### src/design/spq_pkg.sv
// ----------------------------------------------------------------------------
// spq_pkg
// Types and constants of the sorted priority queue.
// ----------------------------------------------------------------------------
package spq_pkg;

  localparam logic signed [31:0] EMPTY_HEAD = 32'sh7FFF_FFFF;

  localparam logic [1:0] STATUS_OK    = 2'd0;
  localparam logic [1:0] STATUS_FULL  = 2'd1;
  localparam logic [1:0] STATUS_EMPTY = 2'd2;

  localparam logic MODE_INSERT = 1'b0;
  localparam logic MODE_REMOVE = 1'b1;

  typedef struct packed {
    logic               mode;
    logic signed [31:0] priority_req;
    logic signed [31:0] payload;
  } spq_req_t;

  typedef struct packed {
    logic [1:0]         status;
    logic signed [31:0] head_priority;
    logic signed [31:0] head_payload;
    logic               is_empty;
    logic [4:0]         occupancy;
  } spq_resp_t;

  typedef struct packed {
    logic signed [31:0] prio;
    logic signed [31:0] data;
  } spq_entry_t;

  // Broadcast to every cell in the chain.
  typedef struct packed {
    logic       insert;
    logic       remove;
    spq_entry_t entry;
  } spq_op_t;

endpackage

### src/design/sorted_priority_queue_unit.sv
// ----------------------------------------------------------------------------
// sorted_priority_queue_unit
// Bounded priority queue held as a sorted chain of cells, head in cell 0.
// ----------------------------------------------------------------------------
//  channel | direction | handshake             | payload
//  req     | in        | req_valid / req_stall | spq_req_t  (mode, priority, data)
//  resp    | out       | resp_valid/resp_stall | spq_resp_t (status, head, count)
//
// Every cell compares against the request in parallel and the whole chain
// shifts together when a request is taken; its response sits in an
// output register on the next cycle. A new request is taken each cycle unless
// that register holds an unclaimed response under stall.
// Reset empties the queue by clearing the count; cell contents are not reset.
// ----------------------------------------------------------------------------
module sorted_priority_queue_unit
  import spq_pkg::*;
#(
  parameter int CAPACITY = 16
)
(
  input  logic      clk,
  input  logic      rst,
  input  logic      req_valid,
  output logic      req_stall,
  input  spq_req_t  req,
  output logic      resp_valid,
  input  logic      resp_stall,
  output spq_resp_t resp
);

  localparam int CW = $clog2(CAPACITY + 1);

  logic          accept;
  logic [CW-1:0] count;
  logic [CW-1:0] count_next;
  logic          full;
  logic          empty;
  spq_op_t       op;
  logic [1:0]    status_next;

  logic       ge         [CAPACITY];
  logic       occupied   [CAPACITY];
  spq_entry_t entry      [CAPACITY];
  spq_entry_t entry_next [CAPACITY];

  assign req_stall = resp_valid && resp_stall;
  assign accept    = req_valid && !req_stall;
  assign full      = (count == CW'(CAPACITY));
  assign empty     = (count == '0);

  always_comb begin
    op.entry.prio = req.priority_req;
    op.entry.data = req.payload;
    op.insert     = accept && (req.mode == MODE_INSERT) && !full;
    op.remove     = accept && (req.mode == MODE_REMOVE) && !empty;
    count_next    = count;
    if (op.insert) begin
      count_next = count + CW'(1);
    end else if (op.remove) begin
      count_next = count - CW'(1);
    end
    status_next = STATUS_OK;
    if (req.mode == MODE_INSERT && full) begin
      status_next = STATUS_FULL;
    end else if (req.mode == MODE_REMOVE && empty) begin
      status_next = STATUS_EMPTY;
    end
  end

  for (genvar i = 0; i < CAPACITY; i++) begin : g_cell
    assign occupied[i] = (count > CW'(i));
    spq_cell u_cell (
      .clk         (clk),
      .op          (op),
      .occupied    (occupied[i]),
      .left_ge     ((i == 0) ? 1'b1 : ge[(i == 0) ? 0 : i - 1]),
      .left_entry  ((i == 0) ? op.entry : entry[(i == 0) ? 0 : i - 1]),
      .right_entry (entry[(i == CAPACITY - 1) ? i : i + 1]),
      .ge          (ge[i]),
      .entry       (entry[i]),
      .entry_next  (entry_next[i])
    );
  end

  always_ff @(posedge clk) begin
    if (rst) begin
      count      <= '0;
      resp_valid <= 1'b0;
    end else begin
      count <= count_next;
      if (accept) begin
        resp_valid <= 1'b1;
      end else if (!resp_stall) begin
        resp_valid <= 1'b0;
      end
    end
  end

  always_ff @(posedge clk) begin
    if (accept) begin
      resp.status    <= status_next;
      resp.occupancy <= 5'(count_next);
      if (count_next == '0) begin
        resp.head_priority <= EMPTY_HEAD;
        resp.head_payload  <= EMPTY_HEAD;
        resp.is_empty      <= 1'b1;
      end else begin
        resp.head_priority <= entry_next[0].prio;
        resp.head_payload  <= entry_next[0].data;
        resp.is_empty      <= 1'b0;
      end
    end
  end

endmodule

### src/design/spq_cell.sv
// ----------------------------------------------------------------------------
// spq_cell
// One slot of the sorted chain: keeps, takes the new entry, or shifts.
// ----------------------------------------------------------------------------
module spq_cell
  import spq_pkg::*;
(
  input  logic       clk,
  input  spq_op_t    op,
  input  logic       occupied,
  input  logic       left_ge,
  input  spq_entry_t left_entry,
  input  spq_entry_t right_entry,
  output logic       ge,
  output spq_entry_t entry,
  output spq_entry_t entry_next
);

  // Stored entry ranks ahead of (or ties with) the incoming one.
  assign ge = occupied && (entry.prio >= op.entry.prio);

  always_comb begin
    entry_next = entry;
    if (op.insert) begin
      if (!ge) begin
        entry_next = left_ge ? op.entry : left_entry;
      end
    end else if (op.remove) begin
      entry_next = right_entry;
    end
  end

  always_ff @(posedge clk) begin
    entry <= entry_next;
  end

endmodule

### config.mk
export PLATFORM = sky130hd
export DESIGN_NAME = sorted_priority_queue_unit
export DESIGN_NICKNAME = d
export VERILOG_FILES = /design/src/design/spq_pkg.sv /design/src/design/sorted_priority_queue_unit.sv /design/src/design/spq_cell.sv
export SDC_FILE = /design/constraint.sdc
export NUM_CORES = 2
export LEC_CHECK = 0
export BUFFER_PORTS_ARGS = -buffer_cell sky130_fd_sc_hd__buf_4
export CORE_UTILIZATION = 56
export DETAILED_ROUTE_END_ITERATION = 8
export GPL_ROUTABILITY_DRIVEN = 1
export PLACE_DENSITY = 0.76
export RECOVER_POWER = 25
export SYNTH_ARGS = -nofsm -noshare
export SYNTH_HDL_FRONTEND = slang
export SYNTH_SLANG_ARGS = --single-unit
### constraint.sdc
create_clock -name clk -period 8.6 [get_ports clk]
set_clock_uncertainty 0.2 [all_clocks]
set_input_delay 0.43 -clock clk [delete_from_list [all_inputs] [get_ports clk]]
set_output_delay 0.43 -clock clk [all_outputs]
set_load 0.1 [all_outputs]
# [Yosys cells after proc, flatten, opt, wreduce, memory -nomap -nowiden]
# Index checks and enable logic that the tools add are counted.
# W data, S select, Z words.
[classes] addsub=2 bitwise=2 n_reduce_logical=45 n_lt_le_gt_ge=32 n_mux=66 n_eq_ne=16
[ops] cell="$mux W64" n=60
[ops] cell="$ge A32 B32 Y1" n=16
[ops] cell="$gt A5 B4 Y1 const B" n=8
[ops] cell="$reduce_and A2 Y1" n=15
[ops] cell="$ne A2 B2 Y1 const B" n=14
[ops] cell="$logic_and A1 B1 Y1" n=24
[ops] cell="$gt A5 B3 Y1 const B" n=4
[ops] cell="$gt A5 B1 Y1 const B" n=2
[ops] cell="$gt A5 B2 Y1 const B" n=2
[ops] cell="$logic_not A5 Y1" n=2
[ops] cell="$mux W5" n=2
[ops] cell="$add A5 B1 Y5 const B" n=1
[ops] cell="$eq A5 B5 Y1 const B" n=1
[ops] cell="$sub A5 B1 Y5 const B" n=1
[ops] cell="$logic_not A1 Y1" n=3
[ops] cell="$mux W1" n=3
[ops] cell="$mux W2" n=1
[ops] cell="$ne A2 B1 Y1 const B" n=1
[ops] cell="$not A1 Y1" n=2
[ops] cell="$reduce_bool A2 Y1" n=1
[word_totals] regBits=1102 word_cells=202 inputBits=69 out_inout_bits=74

# [Depth between registers and ports, before layout]
[logic_depth] word_depth=9 ltp_mapped=13 mapped_depth_nobuf=10

# [By module]
# Synthesis repeated with hierarchy kept, for this count alone.
[unflattened] cells_unflattened=9519 hier_area_um2=81788.4
[modules_own_cells] mod="spq_cell (g_cell[0].u_cell ...)" area_per_inst_um2=4969.8 n_inst=9 seq_area_each_um2=1281.2 cells_per_inst=595
[modules_own_cells] mod="spq_cell (g_cell[4].u_cell ...)" area_per_inst_um2=4631.9 n_inst=6 seq_area_each_um2=1281.2 cells_per_inst=549
[modules_own_cells] mod="spq_cell (g_cell[11].u_cell)" area_per_inst_um2=5542.8 n_inst=1 seq_area_each_um2=1281.2 cells_per_inst=606
[modules_own_cells] mod="sorted_priority_queue_unit" area_per_inst_um2=3726.1 n_inst=1 seq_area_each_um2=2282.2 cells_per_inst=264

# [Worst setup path before layout]
# No wires, ideal clock.
[synth_path] path_type="input to register" start="input port req[55] (netlist name)" end="register, netlist name g_cell[8].u_cell.entry[0]" arrival_ns=7.188 path_buffers=2 stages=11 path_slack_ns=0.638 cell_sequence="inv_1 > ha_1 > a21oi_1 > o21ai_0 > a22oi_1 > or4b_1 > a311oi_1 > a221oi_1 > buf_2 > buf_4 > o21ai_0"
[synth_between] elab_chain_len=4
[synth_rtl] item="start, declared" line_no="sorted_priority_queue_unit.sv:25" text="input spq_req_t req,"
[synth_rtl] item="$ge A32 B32 Y1" line_no="spq_cell.sv:20" text="assign ge = occupied && (entry.prio >= op.entry.prio);"
[synth_rtl] item="$logic_and A1 B1 Y1" line_no="spq_cell.sv:20"
[synth_rtl] item="$ne A2 B2 Y1 (no line)"
[synth_rtl] item="$reduce_and A2 Y1 (no line)"
# Every way passes these cells.
# A chain may end at the register's enable or synchronous reset.

# [Final worst setup path]
[layout_path] start="register resp_valid" end="register resp[59] (netlist name), data pin"
[layout_between] elab_chain_len=8
[layout_rtl] item="start, declared" line_no="sorted_priority_queue_unit.sv:26" text="output logic resp_valid,"
[layout_rtl] item="start signal, assigned" line_no="sorted_priority_queue_unit.sv:88" text="resp_valid <= 1'b0;"
[layout_rtl] item="start signal, assigned" line_no="sorted_priority_queue_unit.sv:92" text="resp_valid <= 1'b1;"
[layout_rtl] item="start signal, assigned" line_no="sorted_priority_queue_unit.sv:94" text="resp_valid <= 1'b0;"
[layout_rtl] item="$logic_and A1 B1 Y1 (*)" line_no="sorted_priority_queue_unit.sv:46" text="assign req_stall = resp_valid && resp_stall;"
[layout_rtl] item="$logic_not A1 Y1 (*)" line_no="sorted_priority_queue_unit.sv:47" text="assign accept = req_valid && !req_stall;"
[layout_rtl] item="$logic_and A1 B1 Y1 (*)" line_no="sorted_priority_queue_unit.sv:47"
[layout_rtl] item="via accept" line_no="sorted_priority_queue_unit.sv:33" text="logic accept;"
[layout_rtl] item="$logic_and A1 B1 Y1 (2 in series)" line_no="sorted_priority_queue_unit.sv:55" text="op.remove = accept && (req.mode == MODE_REMOVE) && !empty;"
[layout_rtl] item="$mux W5" line_no="sorted_priority_queue_unit.sv:59" text="end else if (op.remove) begin"
[layout_rtl] item="$mux W5" line_no="sorted_priority_queue_unit.sv:57" text="if (op.insert) begin"
[layout_rtl] item="$logic_not A5 Y1" line_no="sorted_priority_queue_unit.sv:103" text="if (count_next == '0) begin"
[layout_rtl] item="end, declared" line_no="sorted_priority_queue_unit.sv:28" text="output spq_resp_t resp"
# Mark *: on every way through the listed nets, which the timed path passes. The rest lies on a longest branch.

==> impl_metrics.py <==
metrics = {
    "status": {
        "outcome": "finished, violations left",
        "violations": "DRC, capacitance limit, slew limit",
    },
    "clock_tree": {
        "numCtsBuffers": 117,
        "clkSlewWorstSetupHoldPaths_ns": 0.06,
        "cts_resized": 0,
        "cts_tree": "built",
        "htreeDepth": 3,
        "cts_sinks": 1102,
        "cts_buffer_depth": 3,
        "worst_skew_pair.late_latency_ns": 0.76,
        "cts_root_buffer": "clkbuf_16",
    },
    "critical_path": {
        "crit_type": "flop to flop",
        "critPathLaunchType": "flop",
        "endpoint_kind": "flop",
        "ff2ff_setup_slack_ns": 1.36,
        "path_max_fanout": 53,
        "cpMostUsedCell": "nand2_1",
        "r2r-end": "resp[59]$_SDFFCE_PP1P_",
        "critPathLaunch": "resp_valid$_SDFFE_PP0P_",
        "r2r_start": "resp_valid$_SDFFE_PP0P_",
        "slowest_stage": "clkinvlp_2",
        "critPathTopFamily": "buffers and inverters",
        "crit_chain": "nand2_1, nand2_1, clkinvlp_2, nand3_4, buf_4, nand2_1, a2bb2oi_1, clkbuf_1, o22ai_1, o21ai_1",
        "reg2reg_depth": 10,
        "cp.depth": 10,
        "worstPathRequired_ns": 8.78,
        "cp.arrival_ns": 7.43,
        "worst-path-buf-inv": 3,
        "cpPeakStageDelay_ns": 1.47,
    },
    "sta": {
        "setup_viol": 0,
        "max_slew_margin_pct": -153,
        "setup_tns_ns": 0,
        "timing.final.crit_share_pct": 84.2,
        "worst_pin_slew_ns": 3.79,
        "fin_crit_ns": 7.24,
        "hold_viol_final": 0,
        "slew_violations": 263,
        "rsz0062_at_grt": "false",
        "fmax_ghz": 0.138,
    },
    "worst_hold_path": {
        "min_path_type": "input port to flop",
        "holdCritStartpoint": "req[32]",
        "whs_endpoint": "g_cell[0].u_cell.entry[32]$_DFF_P_",
        "holdPathStages": 3,
    },
    "power_and_ir_drop": {
        "vdd_drop_max_mv": 0.297,
        "powerDensity_mw_per_mm2": 248,
        "total_power_mw": 17.6,
        "p_leak_nw": 27.9,
    },
    "synthesis": {
        "yosysMostFrequentCell": "edfxtp_1",
        "synth-edff-count": 1032,
        "yosysWarnings": 0,
        "synth_largest_area_cell": "edfxtp_1",
        "synth_top_cell_area_share_pct": 47.8,
        "synthArstFlopShare_pct": 0,
        "synth_area_per_cell_um2": 10.5,
        "yosys-top-cells-count": "edfxtp_1 (1,032), nand2_1 (969), mux2i_1 (731), o21ai_0 (583), ha_1 (517)",
        "synthesis.instances": 6153,
        "synth_area_leaders": "edfxtp_1 (48%), mux2i_1 (11%), ha_1 (10%)",
        "yosysSeqAreaShare_pct": 50.0,
        "ys_types": 69,
        "synth_seq_cells": 1102,
        "synthesis.nets": 6739,
        "synth_area_mm2": 0.0648,
        "synth_ff_type": "edfxtp_1",
    },
    "grt": {
        "grt_pass1_vias": 48800,
        "grt_max_degree": 303,
        "grt_pass1_wl_mm": 318,
        "antenna_found_initial": 5,
        "overflow": 0,
        "grt_use_total_pct": 36.2,
    },
    "routing": {
        "dr.pass1.iters": 9,
        "vias": 51200,
        "ant_nets": 0,
        "avgViaCountPerCell": 6.60,
        "routed_wl_mm": 215,
        "wire_per_inst_um": 27.8,
        "drc": 40,
        "drt-initial-drc-count": 6572,
    },
    "floorplan": {
        "die_h_um": 342,
        "die_w_um": 342,
        "row_count": 124,
        "dieArea_mm2": 0.117,
        "ios": 143,
        "core-area_mm2": 0.115,
        "initial_core_util_pct": 56.6,
    },
    "layout": {
        "syn_to_final_growth_pct": 9.58,
        "multiInputGateArea_mm2": 0.0305,
        "fillers": 9346,
        "drive_gt1_share_pct": 6.65,
        "final_nets": 6724,
        "seqCellArea_mm2": 0.0324,
    },
    "placed_design": {
        "port_buffers": 142,
        "hpwlAfterDp_mm": 140,
        "gp_congestion": 1.03,
    },
    "run": {
        "maxCapViolations": 8,
    },
}
-- kinds of logic (layout without fill, tap and decap cells) --
logic type,Yosys count,after routing,share of synthesized area (%)
other,0,2,0
multiplexers,797,797,12.4
adder cells (fa/ha/maj),517,517,9.98
flip-flops,1102,1102,50.0
AO/OA/AOI/OAI,1576,1576,13.4
AND/OR/NAND/NOR,1655,1655,10.8
buffers and inverters,503,590,3.32
XOR/XNOR,3,3,0.0405
-- where the power goes --
part | switching [mW] | internal, mW
Clock | 2.27 | 2.81
Sequential | 0.660 | 7.03
Combinational | 3.50 | 1.38
-- worst max-delay path by stage --
stage | endpoint | slack (ns)
floorplan | g_cell[8].u_cell.entry[0]$_DFFE_PP_ | 0.64
global placement | g_cell[11].u_cell.entry[1]$_DFFE_PP_ | 2.76
detailed placement | g_cell[11].u_cell.entry[38]$_DFFE_PP_ | 2.70
CTS | g_cell[11].u_cell.entry[44]$_DFFE_PP_ | 2.85
global route | resp[59]$_SDFFCE_PP1P_ | 1.28
finish | resp[59]$_SDFFCE_PP1P_ | 1.36
-- worst min-delay path, delay by kind of cell --
family,cells,cell delay (ns)
buffers and inverters,1,0.24
AND/OR/NAND/NOR,2,0.25
-- routing by layer --
layer	vias to the layer above	GRT usage, %	part of all wire (%)
li1	22900	-	-
met1	25000	51.2	41
met2	2839	54.6	44
met3	430	7.34	11
met4	8	14.4	4.1
met5	-	0	0.022
-- cells in the final DEF (no fill, tap or decap), types with 21 or more instances in the layout --
cell,synthesis,layout
nand2_1,969,965
o22ai_1,68,68
o21ai_1,248,212
nand4_1,111,111
o211ai_1,86,86
nor2b_1,22,22
buf_4,15,136
nor3_1,48,47
edfxtp_1,1032,1032
inv_1,78,77
clkbuf_1,310,114
mux2i_1,731,731
clkbuf_16,0,117
a21o_1,47,47
nor2_1,304,301
nand3_1,130,127
dlygate4sd3_1,0,68
ha_1,517,517
clkinv_2,0,21
o21ai_0,583,611
mux2_2,65,65
a21oi_1,424,423
dfxtp_1,70,70
-- metrics by stage --
step / instances / area [um^2] / utilization (%) / hold slack [ns] / worst slack, ns
floorplan: 6153 / 64800 / - / 0.266 / 0.638
global placement: 7463 / 66900 / 58.5 / 0.280 / 2.76
detailed placement: 7463 / 66900 / 58.5 / 0.300 / 2.70
CTS: 7752 / 71400 / 62.4 / 0.00469 / 2.85
global route: 7752 / 71000 / 62.0 / 0.0721 / 1.28
finish: 7754 / 71000 / 62.0 / 0.0460 / 1.36
-- cell type report --
cell class              instances  share of cell area (%)
diodes                          2                 0.00705
repair buffers                291                    2.95
clock buffers                 165                    4.60
well taps                    1512                    2.66
clock inverters                56                   0.754
inverters                      78                   0.414
flip-flops and latches       1102                    45.6
multi-input cells            4548                    43.0
-- flip-flops by register name, indices dropped and copies added (netlist names) --
register	count
resp	72
g_cell.u_cell.entry	1024
count	5
resp_valid	1
-- what timing repair did --
action | 4_1_cts | 5_1_grt
hold endpoints to repair | 498 | 0
setup endpoints to repair | 0 | 0
hold buffers | 68 | 0
buffers inserted | 0 | 0
No activity file was read; power rests on OpenSTA's default activity.
